`config.mk`:
```
export PLATFORM = sky130hd
export DESIGN_NAME = toroidal_window_dirty_slabs_top
export DESIGN_NICKNAME = d
export VERILOG_FILES = /design/src/design/twds_pkg.sv /design/src/design/toroidal_window_dirty_slabs_top.sv /design/src/design/twds_div.sv
export VERILOG_INCLUDE_DIRS = /design/src /design/src/design
export SDC_FILE = /design/constraint.sdc
export NUM_CORES = 2
export LEC_CHECK = 0
export ABC_AREA = 0
export BUFFER_PORTS_ARGS = -buffer_cell sky130_fd_sc_hd__buf_4
export CAP_MARGIN = 0
export CORE_MARGIN = 3
export CORE_UTILIZATION = 50
export CTS_CLUSTER_SIZE = 24
export DETAILED_ROUTE_END_ITERATION = 10
export PLACE_DENSITY = 0.68
export SYNTH_ARGS = -nofsm -noshare
export SYNTH_HDL_FRONTEND = slang
export SYNTH_SLANG_ARGS = --single-unit
```
`constraint.sdc`:
```
create_clock -name clk -period 14.6 [get_ports clk]
set_input_delay 4.38 -clock clk [delete_from_list [all_inputs] [get_ports clk]]
set_output_delay 4.38 -clock clk [all_outputs]
set_load 0.02 [all_outputs]
```
`src/design/toroidal_window_dirty_slabs_top_macros.svh`:
```
// ----------------------------------------------------------------------------
// Assertion macros for the dirty-slab sequencer
// Short forms for the concurrent checks at the end of the top level.
// ----------------------------------------------------------------------------
`ifndef TOROIDAL_WINDOW_DIRTY_SLABS_TOP_MACROS_SVH
`define TOROIDAL_WINDOW_DIRTY_SLABS_TOP_MACROS_SVH

// Same-cycle implication, clocked on clk, off while rst_n is low
`define TWDS_CHECK_IMP(name, ante, cons, msg) \
  name: assert property (@(posedge clk) disable iff (!rst_n) (ante) |-> (cons)) \
    else $error(msg);

// Next-cycle implication, clocked on clk, off while rst_n is low
`define TWDS_CHECK_NXT(name, ante, cons, msg) \
  name: assert property (@(posedge clk) disable iff (!rst_n) (ante) |=> (cons)) \
    else $error(msg);

`endif

```
`src/design/twds_pkg.sv`:
```
// ----------------------------------------------------------------------------
// twds_pkg
// Shared types and constants of the toroidal window dirty-slab sequencer.
// ----------------------------------------------------------------------------
`default_nettype none

package twds_pkg;

  // Divider operand widths
  localparam int DIVD_W = 32;
  localparam int DIVS_W = 24;

  // Configuration register widths and reset values
  localparam int GRID_RES_W = 9;
  localparam int SPACING_W  = 24;
  localparam logic [GRID_RES_W-1:0] GRID_RES_RST = 9'd64;
  localparam logic [SPACING_W-1:0]  SPACING_RST  = 24'd256;

  // Register indexes (paddr[2])
  localparam logic REG_GRID_RES = 1'b0;
  localparam logic REG_SPACING  = 1'b1;

  // Axis indexes
  localparam logic [1:0] AX_X = 2'd0;
  localparam logic [1:0] AX_Y = 2'd1;
  localparam logic [1:0] AX_Z = 2'd2;

  // Piece counts per axis
  localparam logic [1:0] PN_NONE = 2'd0;
  localparam logic [1:0] PN_ONE  = 2'd1;
  localparam logic [1:0] PN_TWO  = 2'd2;

  // Output field widths
  localparam int TEXEL_W = 8;
  localparam int COUNT_W = 9;

  typedef enum logic [3:0] {
    ST_IDLE,
    ST_SNAP_GO,
    ST_SNAP_WAIT,
    ST_PLAN,
    ST_SLAB,
    ST_AXIS,
    ST_MOD0_WAIT,
    ST_PIECE0,
    ST_MOD1_WAIT,
    ST_PIECE1,
    ST_EMIT,
    ST_FINISH
  } twds_state_t;

  typedef struct packed {
    logic              start;
    logic [DIVD_W-1:0] dividend;
    logic [DIVS_W-1:0] divisor;
  } twds_div_req_t;

  typedef struct packed {
    logic              busy;
    logic              done;
    logic [DIVD_W-1:0] quot;
    logic [DIVS_W-1:0] rem;
  } twds_div_resp_t;

endpackage

`default_nettype wire

```
`src/design/toroidal_window_dirty_slabs_top.sv`:
```
// ----------------------------------------------------------------------------
// toroidal_window_dirty_slabs_top
// Snaps a camera position to a probe center and emits the wrap-resolved
// dirty pieces of a toroidal probe window, one piece per result beat.
// ----------------------------------------------------------------------------
//   channel  | direction | handshake           | beat
//   in_      | input     | in_valid / in_stall | one camera position
//   out_     | output    | out_valid/out_stall | one dirty piece
//   APB      | input     | psel/penable/pready | one register write or read
//
// Sequence: snapping divides each axis in turn in the shared divider;
//   each slab then divides once per non-empty axis for its texel wrap, once
//   more on an axis whose range wraps past 2^31, and then emits its pieces.
// Reset: rst_n is synchronous; it loads the register defaults and clears
//   the window. The block takes no item while a camera beat is in work.
// Stalls: out_stall holds the piece register; the sequencer waits on it.
// ----------------------------------------------------------------------------
`default_nettype none

`include "toroidal_window_dirty_slabs_top_macros.svh"

module toroidal_window_dirty_slabs_top #(
  parameter int MAX_GRID_RESOLUTION = 256
) (
  input  logic               clk,
  input  logic               rst_n,
  // camera channel
  input  logic               in_valid,
  output logic               in_stall,
  input  logic signed [31:0] in_camera_x,
  input  logic signed [31:0] in_camera_y,
  input  logic signed [31:0] in_camera_z,
  // piece channel
  output logic               out_valid,
  input  logic               out_stall,
  output logic signed [31:0] out_world_start_x,
  output logic signed [31:0] out_world_start_y,
  output logic signed [31:0] out_world_start_z,
  output logic [7:0]         out_texel_start_x,
  output logic [7:0]         out_texel_start_y,
  output logic [7:0]         out_texel_start_z,
  output logic [8:0]         out_count_x,
  output logic [8:0]         out_count_y,
  output logic [8:0]         out_count_z,
  output logic               out_last_piece,
  // configuration port
  input  logic               psel,
  input  logic               penable,
  input  logic               pwrite,
  input  logic [2:0]         paddr,
  input  logic [31:0]        pwdata,
  output logic [31:0]        prdata,
  output logic               pready
);

  localparam int RW = $clog2(MAX_GRID_RESOLUTION + 1);
  localparam int EW = (RW > twds_pkg::COUNT_W) ? RW : twds_pkg::COUNT_W;

  twds_pkg::twds_state_t state_r, state_nxt;

  // configuration
  logic [twds_pkg::GRID_RES_W-1:0] grid_res_r;
  logic [twds_pkg::SPACING_W-1:0]  spacing_r;

  // window state
  logic [31:0] wc_r [3];
  logic        valid_r;

  // item work registers
  logic [31:0]   cam_r [3];
  logic [31:0]   nc_r [3];
  logic [1:0]    ax_r;
  logic [1:0]    slab_ax_r;
  logic [2:0]    mask_r;
  logic [2:0]    band_ok_r;
  logic [2:0]    pos_r;
  logic          init_pend_r;
  logic          band_en_r;
  logic          last_slab_r;
  logic [31:0]   cur_r;
  logic [31:0]   remain_r;

  // per-axis pieces of the current slab
  logic [31:0]   pw0_r [3];
  logic [31:0]   pw1_r [3];
  logic [RW-1:0] pt0_r [3];
  logic [RW-1:0] pt1_r [3];
  logic [RW-1:0] pc0_r [3];
  logic [RW-1:0] pc1_r [3];
  logic [1:0]    pn_r [3];
  logic          i_r, j_r, k_r;

  // piece output register
  logic          out_valid_r;
  logic [31:0]   o_world_r [3];
  logic [RW-1:0] o_texel_r [3];
  logic [RW-1:0] o_count_r [3];
  logic          o_last_r;

  twds_pkg::twds_div_req_t  div_req;
  twds_pkg::twds_div_resp_t div_resp;

  twds_div u_div (
    .clk   (clk),
    .rst_n (rst_n),
    .req   (div_req),
    .resp  (div_resp)
  );

  // --------------------------------------------------------------------------
  // Effective resolution and half window
  // --------------------------------------------------------------------------
  logic [31:0]   gr32;
  logic [31:0]   res32;
  logic [RW-1:0] res_w;
  logic [31:0]   half32;

  always_comb begin
    gr32   = 32'(grid_res_r);
    res32  = (gr32 < 32'd2) ? 32'd2 :
             (gr32 > 32'(MAX_GRID_RESOLUTION)) ? 32'(MAX_GRID_RESOLUTION) : gr32;
    res_w  = res32[RW-1:0];
    half32 = res32 >> 1;
  end

  // --------------------------------------------------------------------------
  // Snap: floor of camera / spacing from the unsigned quotient
  // --------------------------------------------------------------------------
  logic [31:0] cam_cur;
  logic [31:0] cam_abs;
  logic [23:0] spacing_eff;
  logic [31:0] snap_val;

  always_comb begin
    cam_cur     = cam_r[ax_r];
    cam_abs     = cam_cur[31] ? (32'd0 - cam_cur) : cam_cur;
    spacing_eff = (spacing_r == '0) ? 24'd1 : spacing_r;
    if (!cam_cur[31]) begin
      snap_val = div_resp.quot;
    end else if (div_resp.rem != '0) begin
      snap_val = ~div_resp.quot;
    end else begin
      snap_val = 32'd0 - div_resp.quot;
    end
  end

  // --------------------------------------------------------------------------
  // Motion per axis against the stored center
  // --------------------------------------------------------------------------
  logic [31:0] delta [3];
  logic [2:0]  moved;
  logic [2:0]  near;
  logic [2:0]  fwd;

  always_comb begin
    for (int a = 0; a < 3; a++) begin
      delta[a] = nc_r[a] - wc_r[a];
      moved[a] = (delta[a] != 32'd0);
      near[a]  = ($signed(delta[a]) < $signed(res32)) &&
                 ($signed(delta[a]) > -$signed(res32));
      fwd[a]   = !delta[a][31];
    end
  end

  // --------------------------------------------------------------------------
  // Range of the current axis within the current slab
  // --------------------------------------------------------------------------
  logic [31:0] nc_cur, wc_cur;
  logic        use_band;
  logic [31:0] ax_lo, ax_hi, ax_len;
  logic        ax_has;
  logic [31:0] lo_abs;

  always_comb begin
    nc_cur   = nc_r[ax_r];
    wc_cur   = wc_r[ax_r];
    use_band = band_en_r && (ax_r == slab_ax_r) && band_ok_r[ax_r];
    ax_lo    = nc_cur - half32;
    ax_hi    = nc_cur + half32;
    if (use_band) begin
      if (pos_r[ax_r]) begin
        ax_lo = wc_cur + half32;
      end else begin
        ax_hi = wc_cur - half32;
      end
    end
    ax_len = ax_hi - ax_lo;
    ax_has = !ax_len[31] && (ax_len != 32'd0);
    lo_abs = ax_lo[31] ? (32'd0 - ax_lo) : ax_lo;
  end

  // --------------------------------------------------------------------------
  // Piece from the wrap remainder of cur_r
  // --------------------------------------------------------------------------
  logic [RW-1:0] rm;
  logic [RW-1:0] wrap_w;
  logic [RW-1:0] space_w;
  logic [RW-1:0] len_w;
  logic [31:0]   rem_after;
  logic          more;
  logic [31:0]   cur_next;
  logic          ovf;
  logic [RW-1:0] len1_w;
  logic [31:0]   next_abs;

  always_comb begin
    rm        = div_resp.rem[RW-1:0];
    wrap_w    = (cur_r[31] && (rm != '0)) ? (res_w - rm) : rm;
    space_w   = res_w - wrap_w;
    len_w     = (remain_r < 32'(space_w)) ? remain_r[RW-1:0] : space_w;
    rem_after = remain_r - 32'(len_w);
    more      = !rem_after[31] && (rem_after != 32'd0);
    cur_next  = cur_r + 32'(len_w);
    ovf       = !cur_r[31] && cur_next[31];
    len1_w    = (rem_after < res32) ? rem_after[RW-1:0] : res_w;
    next_abs  = cur_next[31] ? (32'd0 - cur_next) : cur_next;
  end

  // --------------------------------------------------------------------------
  // Piece combination walk
  // --------------------------------------------------------------------------
  logic i_last, j_last, k_last;
  logic emit_empty;
  logic emit_load;
  logic combo_last;

  always_comb begin
    i_last     = (i_r == (pn_r[0] == twds_pkg::PN_TWO));
    j_last     = (j_r == (pn_r[1] == twds_pkg::PN_TWO));
    k_last     = (k_r == (pn_r[2] == twds_pkg::PN_TWO));
    emit_empty = (pn_r[0] == twds_pkg::PN_NONE) || (pn_r[1] == twds_pkg::PN_NONE) ||
                 (pn_r[2] == twds_pkg::PN_NONE);
    emit_load  = !out_valid_r || !out_stall;
    combo_last = i_last && j_last && k_last;
  end

  // --------------------------------------------------------------------------
  // Next state
  // --------------------------------------------------------------------------
  always_comb begin
    state_nxt = state_r;
    case (state_r)
      twds_pkg::ST_IDLE: begin
        if (in_valid) state_nxt = twds_pkg::ST_SNAP_GO;
      end
      twds_pkg::ST_SNAP_GO: begin
        state_nxt = twds_pkg::ST_SNAP_WAIT;
      end
      twds_pkg::ST_SNAP_WAIT: begin
        if (div_resp.done) begin
          state_nxt = (ax_r == twds_pkg::AX_Z) ? twds_pkg::ST_PLAN : twds_pkg::ST_SNAP_GO;
        end
      end
      twds_pkg::ST_PLAN: begin
        state_nxt = twds_pkg::ST_SLAB;
      end
      twds_pkg::ST_SLAB: begin
        state_nxt = (init_pend_r || (mask_r != 3'd0)) ? twds_pkg::ST_AXIS
                                                       : twds_pkg::ST_FINISH;
      end
      twds_pkg::ST_AXIS: begin
        if (ax_has) begin
          state_nxt = twds_pkg::ST_MOD0_WAIT;
        end else begin
          state_nxt = (ax_r == twds_pkg::AX_Z) ? twds_pkg::ST_EMIT : twds_pkg::ST_AXIS;
        end
      end
      twds_pkg::ST_MOD0_WAIT: begin
        if (div_resp.done) state_nxt = twds_pkg::ST_PIECE0;
      end
      twds_pkg::ST_PIECE0: begin
        if (more && ovf) begin
          state_nxt = twds_pkg::ST_MOD1_WAIT;
        end else begin
          state_nxt = (ax_r == twds_pkg::AX_Z) ? twds_pkg::ST_EMIT : twds_pkg::ST_AXIS;
        end
      end
      twds_pkg::ST_MOD1_WAIT: begin
        if (div_resp.done) state_nxt = twds_pkg::ST_PIECE1;
      end
      twds_pkg::ST_PIECE1: begin
        state_nxt = (ax_r == twds_pkg::AX_Z) ? twds_pkg::ST_EMIT : twds_pkg::ST_AXIS;
      end
      twds_pkg::ST_EMIT: begin
        if (emit_empty || (emit_load && combo_last)) state_nxt = twds_pkg::ST_SLAB;
      end
      twds_pkg::ST_FINISH: begin
        state_nxt = twds_pkg::ST_IDLE;
      end
      default: begin
        state_nxt = twds_pkg::ST_IDLE;
      end
    endcase
  end

  // --------------------------------------------------------------------------
  // State outputs: input stall and divider request
  // --------------------------------------------------------------------------
  always_comb begin
    in_stall         = 1'b1;
    div_req.start    = 1'b0;
    div_req.dividend = cam_abs;
    div_req.divisor  = spacing_eff;
    case (state_r)
      twds_pkg::ST_IDLE: begin
        in_stall = 1'b0;
      end
      twds_pkg::ST_SNAP_GO: begin
        div_req.start = 1'b1;
      end
      twds_pkg::ST_AXIS: begin
        div_req.start    = ax_has;
        div_req.dividend = lo_abs;
        div_req.divisor  = twds_pkg::DIVS_W'(res_w);
      end
      twds_pkg::ST_PIECE0: begin
        div_req.start    = more && ovf;
        div_req.dividend = next_abs;
        div_req.divisor  = twds_pkg::DIVS_W'(res_w);
      end
      default: begin
        in_stall = 1'b1;
      end
    endcase
  end

  always_ff @(posedge clk) begin
    if (!rst_n) begin
      state_r <= twds_pkg::ST_IDLE;
    end else begin
      state_r <= state_nxt;
    end
  end

  // --------------------------------------------------------------------------
  // Configuration registers
  // --------------------------------------------------------------------------
  assign pready = 1'b1;

  always_ff @(posedge clk) begin
    if (!rst_n) begin
      grid_res_r <= twds_pkg::GRID_RES_RST;
      spacing_r  <= twds_pkg::SPACING_RST;
    end else if (psel && penable && pwrite) begin
      case (paddr[2])
        twds_pkg::REG_GRID_RES: grid_res_r <= pwdata[twds_pkg::GRID_RES_W-1:0];
        twds_pkg::REG_SPACING:  spacing_r  <= pwdata[twds_pkg::SPACING_W-1:0];
        default: begin
          spacing_r <= spacing_r;
        end
      endcase
    end
  end

  always_comb begin
    case (paddr[2])
      twds_pkg::REG_GRID_RES: prdata = 32'(grid_res_r);
      twds_pkg::REG_SPACING:  prdata = 32'(spacing_r);
      default:                prdata = 32'd0;
    endcase
  end

  // --------------------------------------------------------------------------
  // Window state: commit the new center at the end of the item
  // --------------------------------------------------------------------------
  always_ff @(posedge clk) begin
    if (!rst_n) begin
      valid_r <= 1'b0;
      for (int a = 0; a < 3; a++) wc_r[a] <= 32'd0;
    end else if (state_r == twds_pkg::ST_FINISH) begin
      valid_r <= 1'b1;
      for (int a = 0; a < 3; a++) wc_r[a] <= nc_r[a];
    end
  end

  // --------------------------------------------------------------------------
  // Sequencer control registers
  // --------------------------------------------------------------------------
  always_ff @(posedge clk) begin
    if (!rst_n) begin
      ax_r        <= twds_pkg::AX_X;
      slab_ax_r   <= twds_pkg::AX_X;
      mask_r      <= 3'd0;
      init_pend_r <= 1'b0;
      band_en_r   <= 1'b0;
      last_slab_r <= 1'b0;
      i_r         <= 1'b0;
      j_r         <= 1'b0;
      k_r         <= 1'b0;
    end else begin
      case (state_r)
        twds_pkg::ST_IDLE: begin
          ax_r <= twds_pkg::AX_X;
        end
        twds_pkg::ST_SNAP_WAIT: begin
          if (div_resp.done && (ax_r != twds_pkg::AX_Z)) ax_r <= ax_r + 2'd1;
        end
        twds_pkg::ST_PLAN: begin
          mask_r      <= valid_r ? moved : 3'd0;
          init_pend_r <= !valid_r;
        end
        twds_pkg::ST_SLAB: begin
          ax_r <= twds_pkg::AX_X;
          if (init_pend_r) begin
            // first item: full window on every axis
            init_pend_r <= 1'b0;
            band_en_r   <= 1'b0;
            last_slab_r <= 1'b1;
          end else if (mask_r[0]) begin
            mask_r      <= {mask_r[2:1], 1'b0};
            slab_ax_r   <= twds_pkg::AX_X;
            band_en_r   <= 1'b1;
            last_slab_r <= (mask_r[2:1] == 2'd0);
          end else if (mask_r[1]) begin
            mask_r      <= {mask_r[2], 2'b00};
            slab_ax_r   <= twds_pkg::AX_Y;
            band_en_r   <= 1'b1;
            last_slab_r <= !mask_r[2];
          end else if (mask_r[2]) begin
            mask_r      <= 3'd0;
            slab_ax_r   <= twds_pkg::AX_Z;
            band_en_r   <= 1'b1;
            last_slab_r <= 1'b1;
          end
        end
        twds_pkg::ST_AXIS: begin
          if (!ax_has && (ax_r != twds_pkg::AX_Z)) ax_r <= ax_r + 2'd1;
          i_r <= 1'b0;
          j_r <= 1'b0;
          k_r <= 1'b0;
        end
        twds_pkg::ST_PIECE0: begin
          if (!(more && ovf) && (ax_r != twds_pkg::AX_Z)) ax_r <= ax_r + 2'd1;
        end
        twds_pkg::ST_PIECE1: begin
          if (ax_r != twds_pkg::AX_Z) ax_r <= ax_r + 2'd1;
        end
        twds_pkg::ST_EMIT: begin
          // advance z fastest, x slowest
          if (!emit_empty && emit_load) begin
            if (!k_last) begin
              k_r <= 1'b1;
            end else begin
              k_r <= 1'b0;
              if (!j_last) begin
                j_r <= 1'b1;
              end else begin
                j_r <= 1'b0;
                i_r <= !i_last;
              end
            end
          end
        end
        default: begin
          ax_r <= ax_r;
        end
      endcase
    end
  end

  // --------------------------------------------------------------------------
  // Datapath registers: camera, centers, motion flags, pieces
  // --------------------------------------------------------------------------
  always_ff @(posedge clk) begin
    case (state_r)
      twds_pkg::ST_IDLE: begin
        cam_r[0] <= in_camera_x;
        cam_r[1] <= in_camera_y;
        cam_r[2] <= in_camera_z;
      end
      twds_pkg::ST_SNAP_WAIT: begin
        if (div_resp.done) nc_r[ax_r] <= snap_val;
      end
      twds_pkg::ST_PLAN: begin
        band_ok_r <= near;
        pos_r     <= fwd;
      end
      twds_pkg::ST_AXIS: begin
        cur_r    <= ax_lo;
        remain_r <= ax_len;
        if (!ax_has) pn_r[ax_r] <= twds_pkg::PN_NONE;
      end
      twds_pkg::ST_PIECE0: begin
        pw0_r[ax_r] <= cur_r;
        pt0_r[ax_r] <= wrap_w;
        pc0_r[ax_r] <= len_w;
        if (!more) begin
          pn_r[ax_r] <= twds_pkg::PN_ONE;
        end else if (!ovf) begin
          // next piece starts on a multiple of the resolution
          pw1_r[ax_r] <= cur_next;
          pt1_r[ax_r] <= '0;
          pc1_r[ax_r] <= len1_w;
          pn_r[ax_r]  <= twds_pkg::PN_TWO;
        end else begin
          cur_r    <= cur_next;
          remain_r <= rem_after;
        end
      end
      twds_pkg::ST_PIECE1: begin
        pw1_r[ax_r] <= cur_r;
        pt1_r[ax_r] <= wrap_w;
        pc1_r[ax_r] <= len_w;
        pn_r[ax_r]  <= twds_pkg::PN_TWO;
      end
      default: begin
        cur_r <= cur_r;
      end
    endcase
  end

  // --------------------------------------------------------------------------
  // Piece output register
  // --------------------------------------------------------------------------
  always_ff @(posedge clk) begin
    if (!rst_n) begin
      out_valid_r <= 1'b0;
    end else if ((state_r == twds_pkg::ST_EMIT) && !emit_empty && emit_load) begin
      out_valid_r <= 1'b1;
    end else if (!out_stall) begin
      out_valid_r <= 1'b0;
    end
  end

  always_ff @(posedge clk) begin
    if ((state_r == twds_pkg::ST_EMIT) && !emit_empty && emit_load) begin
      o_world_r[0] <= i_r ? pw1_r[0] : pw0_r[0];
      o_world_r[1] <= j_r ? pw1_r[1] : pw0_r[1];
      o_world_r[2] <= k_r ? pw1_r[2] : pw0_r[2];
      o_texel_r[0] <= i_r ? pt1_r[0] : pt0_r[0];
      o_texel_r[1] <= j_r ? pt1_r[1] : pt0_r[1];
      o_texel_r[2] <= k_r ? pt1_r[2] : pt0_r[2];
      o_count_r[0] <= i_r ? pc1_r[0] : pc0_r[0];
      o_count_r[1] <= j_r ? pc1_r[1] : pc0_r[1];
      o_count_r[2] <= k_r ? pc1_r[2] : pc0_r[2];
      o_last_r     <= last_slab_r && combo_last;
    end
  end

  // Widen to the port widths, then keep the low bits
  logic [EW-1:0] tx_ext [3];
  logic [EW-1:0] cn_ext [3];

  always_comb begin
    for (int a = 0; a < 3; a++) begin
      tx_ext[a] = EW'(o_texel_r[a]);
      cn_ext[a] = EW'(o_count_r[a]);
    end
  end

  assign out_valid         = out_valid_r;
  assign out_world_start_x = o_world_r[0];
  assign out_world_start_y = o_world_r[1];
  assign out_world_start_z = o_world_r[2];
  assign out_texel_start_x = tx_ext[0][twds_pkg::TEXEL_W-1:0];
  assign out_texel_start_y = tx_ext[1][twds_pkg::TEXEL_W-1:0];
  assign out_texel_start_z = tx_ext[2][twds_pkg::TEXEL_W-1:0];
  assign out_count_x       = cn_ext[0][twds_pkg::COUNT_W-1:0];
  assign out_count_y       = cn_ext[1][twds_pkg::COUNT_W-1:0];
  assign out_count_z       = cn_ext[2][twds_pkg::COUNT_W-1:0];
  assign out_last_piece    = o_last_r;

  // --------------------------------------------------------------------------
  // Assertions
  // --------------------------------------------------------------------------
  `TWDS_CHECK_IMP(a_div_start_idle, div_req.start, !div_resp.busy, "divider restarted while busy")
  `TWDS_CHECK_NXT(a_window_kept, valid_r, valid_r, "window valid flag dropped")
  `TWDS_CHECK_IMP(a_out_from_emit, $rose(out_valid_r), $past(state_r == twds_pkg::ST_EMIT), "piece beat outside emit")
  `TWDS_CHECK_IMP(a_slab_nonempty, state_r == twds_pkg::ST_EMIT, !emit_empty, "slab with an empty axis")

endmodule

`default_nettype wire

```
`src/design/twds_div.sv`:
```
// ----------------------------------------------------------------------------
// twds_div
// Unsigned restoring divider, one quotient bit per cycle, shared by the
// snap and the texel wrap computations.
// ----------------------------------------------------------------------------
`default_nettype none

module twds_div (
  input  logic                      clk,
  input  logic                      rst_n,
  input  twds_pkg::twds_div_req_t   req,
  output twds_pkg::twds_div_resp_t  resp
);

  localparam int CNT_W = $clog2(twds_pkg::DIVD_W);

  logic                          busy_r, busy_nxt;
  logic                          done_r, done_nxt;
  logic [CNT_W-1:0]              cnt_r, cnt_nxt;
  logic [twds_pkg::DIVD_W-1:0]   dq_r, dq_nxt;
  logic [twds_pkg::DIVS_W-1:0]   rem_r, rem_nxt;
  logic [twds_pkg::DIVS_W-1:0]   dvs_r, dvs_nxt;
  logic [twds_pkg::DIVS_W:0]     trial;
  logic [twds_pkg::DIVS_W:0]     diff;
  logic                          ge;

  // Trial subtract of the shifted partial remainder
  always_comb begin
    trial = {rem_r, dq_r[twds_pkg::DIVD_W-1]};
    diff  = trial - {1'b0, dvs_r};
    ge    = (trial >= {1'b0, dvs_r});
  end

  // Load on start, then shift one quotient bit per cycle
  always_comb begin
    busy_nxt = busy_r;
    done_nxt = 1'b0;
    cnt_nxt  = cnt_r;
    dq_nxt   = dq_r;
    rem_nxt  = rem_r;
    dvs_nxt  = dvs_r;
    if (req.start) begin
      busy_nxt = 1'b1;
      cnt_nxt  = '0;
      dq_nxt   = req.dividend;
      rem_nxt  = '0;
      dvs_nxt  = req.divisor;
    end else if (busy_r) begin
      dq_nxt  = {dq_r[twds_pkg::DIVD_W-2:0], ge};
      rem_nxt = ge ? diff[twds_pkg::DIVS_W-1:0] : trial[twds_pkg::DIVS_W-1:0];
      cnt_nxt = cnt_r + 1'b1;
      if (cnt_r == CNT_W'(twds_pkg::DIVD_W - 1)) begin
        busy_nxt = 1'b0;
        done_nxt = 1'b1;
      end
    end
  end

  always_ff @(posedge clk) begin
    if (!rst_n) begin
      busy_r <= 1'b0;
      done_r <= 1'b0;
      cnt_r  <= '0;
    end else begin
      busy_r <= busy_nxt;
      done_r <= done_nxt;
      cnt_r  <= cnt_nxt;
    end
    dq_r  <= dq_nxt;
    rem_r <= rem_nxt;
    dvs_r <= dvs_nxt;
  end

  assign resp.busy = busy_r;
  assign resp.done = done_r;
  assign resp.quot = dq_r;
  assign resp.rem  = rem_r;

endmodule

`default_nettype wire

```
# == Word level (Yosys, flattened, before mapping) ==
# Memories as Yosys holds them, arrays and structs flattened. A register that Yosys moved wholly into a read port is not among the register bits.
# Cells that the tools add are included.
# op_classes
n_reduce_logical,77
eq_ne,39
n_lt_le_gt_ge,12
bitwise,14
n_mux,130
n_addsub,20
# op_table
op,n
32-bit two-way mux,22
32-bit one-hot mux with 2 select lines,3
32-bit nonzero test,5
"1-bit by 32-bit subtractor with 32-bit output, first input constant",4
32-bit subtractor,4
9-bit two-way mux,13
56-bit one-hot mux with 2 select lines,1
32-bit > comparator,3
32-bit by 10-bit less-than comparator with 1-bit output,3
32-bit by 8-bit adder with 32-bit output,2
32-bit by 9-bit less-than comparator with 1-bit output,2
32-bit by 8-bit subtractor with 32-bit output,2
1-bit two-way mux,49
24-bit two-way mux,2
4-bit one-hot mux with 11 select lines,1
4-bit two-way mux,9
2-bit two-way mux,17
32-bit by 9-bit adder with 32-bit output,1
9-bit negator with 32-bit output,1
32-bit NOT,1
32-bit by 9-bit subtractor with 32-bit output,1
"2-bit inequality test, second input constant",15
25-bit by 24-bit greater-or-equal comparator with 1-bit output,1
24-bit zero test,1
41 further kinds,129
# word_totals
reg_bits,210
ram_bits,744
word_cells,332
mem_count,13
out_inout_bits,183
# memory_table
memory,depth,word_bits,rd,rd_ports_with_merged_regs,write_ports,line,text
cam_r,3,32,1,1,3,toroidal_window_dirty_slabs_top.sv:70,logic [31:0] cam_r [3];
nc_r,3,32,4,1,1,toroidal_window_dirty_slabs_top.sv:71,logic [31:0] nc_r [3];
o_world_r,3,32,3,0,3,toroidal_window_dirty_slabs_top.sv:95,logic [31:0] o_world_r [3];
pw0_r,3,32,3,0,1,toroidal_window_dirty_slabs_top.sv:84,logic [31:0] pw0_r [3];
pw1_r,3,32,3,0,1,toroidal_window_dirty_slabs_top.sv:85,logic [31:0] pw1_r [3];
wc_r,3,32,4,1,3,toroidal_window_dirty_slabs_top.sv:66,logic [31:0] wc_r [3];
+7 memories,--,--,--,--,--,--,

# == Depth between registers and ports, before layout ==
# depth
depth_word,18
mapped_depth,54

# == Hierarchy ==
# A second synthesis with hierarchy kept.
# hier_totals
cells_unflattened,5481
hier_area_um2,58697.5
# by_module_without_submodules
mod,area_each_um2,cells_each,seq_area_each_um2,n_inst
toroidal_window_dirty_slabs_top,53915.5,5033,26245.2,1
twds_div,4782.1,448,2302.2,1

# == Least setup slack after synthesis ==
# No wires, ideal clock.
# synth_timing
path_kind,input -> register
from,in out_stall
to,reg i_r
arrival_time_ns,13.611
required_ns,14.530
setup_slack_ns,0.919
setup_time_ns,0.070
path_buffers,0
stages,4
cell_sequence,a21oi_1 o22ai_1 or4_1 a21oi_1
# synth_via
elab_chain_len,5
# synth_lines
element,line,text
"start, declared",toroidal_window_dirty_slabs_top.sv:35,"input logic out_stall,"
1-bit zero test,--,
1-bit logical OR,toroidal_window_dirty_slabs_top.sv:233,emit_load = !out_valid_r || !out_stall;
1-bit logical AND,toroidal_window_dirty_slabs_top.sv:440,if (!emit_empty && emit_load) begin
2-bit inequality test (no line),--,
4-bit AND reduction (no line),--,
"end signal, assigned",toroidal_window_dirty_slabs_top.sv:449,i_r <= !i_last;
"end, declared",toroidal_window_dirty_slabs_top.sv:91,"logic i_r, j_r, k_r;"
# No other way between the ends.
# A chain may end at the register's enable or synchronous reset.

# == Final worst setup path ==
# layout_timing
from,reg grid_res_r[8] (netlist bit)
to,"reg u_div.dq_r[27] (netlist bit), data pin"
# layout_via
elab_chain_len,14
# layout_lines
element,line,text
"start, declared",toroidal_window_dirty_slabs_top.sv:62,logic [twds_pkg::GRID_RES_W-1:0] grid_res_r;
"start signal, assigned",toroidal_window_dirty_slabs_top.sv:342,grid_res_r <= twds_pkg::GRID_RES_RST;
"start signal, assigned",toroidal_window_dirty_slabs_top.sv:346,twds_pkg::REG_GRID_RES: grid_res_r <= pwdata[twds_pkg::GRID_RES_W-1:0];
9-bit > comparator,toroidal_window_dirty_slabs_top.sv:121,(gr32 > 32'(MAX_GRID_RESOLUTION)) ? 32'(MAX_GRID_RESOLUTION) : gr32;
9-bit two-way mux,toroidal_window_dirty_slabs_top.sv:121,
9-bit two-way mux (*),toroidal_window_dirty_slabs_top.sv:120,res32 = (gr32 < 32'd2) ? 32'd2 :
branches (longest 10 deep; another with 32-bit by 9-bit less-than comparator with 1-bit output),--,
32-bit two-way mux (*),twds_div.sv:42,if (req.start) begin
net u_div.dq_nxt (one bit),twds_div.sv:20,"logic [twds_pkg::DIVD_W-1:0] dq_r, dq_nxt;"
"end signal, assigned",twds_div.sv:69,dq_r <= dq_nxt;
"end, declared",twds_div.sv:20,
# Mark *: on every way through the listed nets, which the timed path passes.

==> reports/metrics.cfg <==
[detailed_routing]
wl_per_cell_um = 22.8
drcViolationCount = 0
drt-initial-drc-count = 4287
ant_nets = 0
firstDrtPassIters = 7
post_drt_via_cell_ratio = 5.95
vias = 43878
drt-total-wl_um = 168000

[logic_synthesis]
yosysUniqueCellTypes = 105
synthXorXnorAreaFrac = 0.0629
synth-adder-area-share = 0.0811
synth-compound-area-share = 0.125
synthCells = 5456
syn_avg_cell_area_um2 = 10.7
yosysSeqAreaShare = 0.488
synth_flop_cell = edfxtp_1
synthArstFlopShare = 0
synth_area_leader_cell = edfxtp_1
synth_top_area_share = 0.459
muxShareOfSynthArea = 0.0653
yosys_warnings = 0
synth.most_common_cell = edfxtp_1
syn_area_um2 = 58500
synth_simple_gate_area_share = 0.144
netlist_top_cells_count = edfxtp_1 (894), nor2_1 (444), nand2_1 (392)
synth_edf_count = 894
synthTopCellsByArea = edfxtp_1 (46%), ha_1 (7.5%), xnor2_1 (4.1%)
synth_seq_cells = 979
synth_top_family_by_area = simple AND/OR/NAND/NOR gates

[grt]
grt_use_total = 0.272
grt_max_degree = 95
grt_overflow = 0
antenna_found_initial = 4
grt_pass1_wl_um = 253000
grt_pass1_vias = 42126

[floorplan]
ioPinCount = 321
die_area_um2 = 121000
rows = 124
initial_core_util = 0.507
die_w_um = 348
die_y_um = 348
core_area_um2 = 115000

[pwr]
total_power_mw = 9.92
powerDensity_nw_per_um2 = 150
power_leakage_nw = 24.5
seqPwrFrac = 0.359
clkPwrFrac = 0.264
swShare = 0.375
irDropWorstVdd_uv = 106
internal_power_mw = 6.20
p_comb_frac = 0.377
switching_power_mw = 3.72

[timing]
hold_viol_final = 0
worst_hold_slack_ns = 0.461
slew_viol_final = 0
skew_ns = 0.0469
slew_headroom = 0.123
rsz0062_at_grt = false
worst_pin_slew_ns = 1.30
min_period_over_period = 0.825
max_freq_mhz = 83.0
fin_setup_tns_ns = 0
setup_viol = 0
period_minus_slack_ns = 12.05

[worst_hold_path]
hp-class = flop to flop

[critical_path]
critPathLaunchType = flop
cp_slowest_cell = dfxtp_1
path_max_fanout = 33
required_ns = 15.06
crit_type = flop to flop
end_kind = flop
slowest_delay_ns = 0.85
cp_data_arrival_time_ns = 12.52

[status]
status = finished, final reports clean

[final_layout]
fillCellCount = 9671
nets = 6276
drive_gt1_frac = 0.139
diodes = 0
areaGrowthSynthToFinish_pct = 13.0

[clock_network]
clk_pin_slew_ns = 0.07
postCtsSetupRepairBufs = 0
clkLatencyLatePin_ns = 0.73
cts_tree = yes
hold_buffers = 0
numCtsBuffers = 102
htree_num_levels = 3
cts.sinks = 979
clockBufferDepth = 3
clockRootBuffer = clkbuf_16
ctsResizeCount = 0

[place]
portBuffers = 301
hpwl_um = 124000
globalplace.congestion = 0.945

[flow_run]
maxCapViolations = 0

==> critical path: cells and delay by family (launching register included) <==
kind / cells / cell delay (ns)
AOI/OAI and AO/OA: 18 / 5.18
adders and majority gates: 6 / 2.21
buffers and inverters: 6 / 2.15
and+or+nand+nor: 7 / 1.01
DFF: 1 / 0.85
xor gates and xnor gates: 1 / 0.34
==> layout make-up <==
class | count | area [um^2] | area share
Multi-Input combinational cell | 4018 | 28300 | 0.428
Inverter | 298 | 1120 | 0.0170
Sequential cell | 979 | 28600 | 0.432
Clock buffer | 125 | 2730 | 0.0414
Timing Repair Buffer | 376 | 2820 | 0.0427
Clock inverter | 63 | 667 | 0.0101
Tap cell | 1512 | 1890 | 0.0286
==> final timing paths <==
kind                  from  cells after the start        endpoint  slack (ns)
max reg2reg  grid_res_r[8]                     38  u_div.dq_r[27]        2.55
max          grid_res_r[8]                     38  u_div.dq_r[27]        2.55
min reg2reg        valid_r                      1         valid_r        0.46
min                valid_r                      1         valid_r        0.46
==> registers in the layout, summed over array words and instances, names as in the netlist, 4 cells and up, named ones only <==
signal	flops
o_count_r	27
pc0_r	27
pw0_r	96
state_r	4
u_div.dvs_r	24
cur_r	32
u_div.dq_r	32
grid_res_r	9
pc1_r	27
u_div.cnt_r	5
u_div.rem_r	24
pw1_r	96
remain_r	32
o_texel_r	24
pt0_r	24
cam_r	96
o_world_r	96
wc_r	96
pt1_r	24
nc_r	128
spacing_r	24
pn_r	6
==> per-layer routing <==
metal | part of all wire | GRT usage | wire length (um) | vias to the layer above
met5 | 0 | 0 | 0 | -
met3 | 0.078 | 0.0392 | 13200 | 290
met1 | 0.43 | 0.383 | 72400 | 21137
met4 | 0.035 | 0.0935 | 5820 | 0
li1 | - | - | - | 20694
met2 | 0.46 | 0.432 | 76700 | 1757
==> through the flow <==
stage / instances / instance area, um^2 / util / setup slack, ns
floorplan: 5499 / 58600 / - / 0.919
global placement: 7183 / 62700 / 0.544 / 2.98
detailed placement: 7183 / 62700 / 0.544 / 2.78
CTS: 7371 / 66100 / 0.573 / 2.80
global route: 7371 / 66100 / 0.573 / 1.57
finish: 7371 / 66100 / 0.573 / 2.55
==> cell usage in the layout (no fill, tap or decap), types with 43 or more instances in the layout <==
master / instances
a21o_1: 68
a21oi_1: 371
a31oi_1: 59
and2_1: 156
and3_1: 49
buf_4: 376
clkbuf_16: 105
conb_1: 45
dfxtp_1: 79
edfxtp_1: 894
ha_1: 351
inv_1: 294
mux2_2: 165
mux2i_1: 124
nand2_1: 391
nand2b_1: 64
nand3_1: 112
nand4_1: 57
nor2_1: 439
nor2b_1: 73
nor3_1: 95
nor4_1: 54
o21a_1: 43
o21ai_0: 296
or3_1: 49
xnor2_1: 275
xor2_1: 137
==> logic make-up (layout without fill, tap and decap cells) <==
| group | after synthesis | in the layout |
|---|---|---|
| flip-flops | 979 | 979 |
| XOR/XNOR | 415 | 415 |
| buffers and inverters | 502 | 862 |
| multiplexers | 321 | 321 |
| other | 2 | 45 |
| adder cells (fa/ha/maj) | 374 | 374 |
| AO/OA/AOI/OAI | 1182 | 1182 |
| AND/OR/NAND/NOR | 1681 | 1681 |
==> power groups by stage <==
stage | Clock (mW) | Sequential [mW] | Combinational (mW)
final | 2.62 | 3.56 | 3.74
after global routing | 2.78 | 3.57 | 4.10
after CTS | 2.66 | 3.55 | 3.68
after detailed placement | 0 | 3.61 | 3.65
after global placement | 0 | 3.61 | 3.60
after floorplan | 0 | 3.55 | 2.62
No activity file was read; power rests on OpenSTA's default activity.
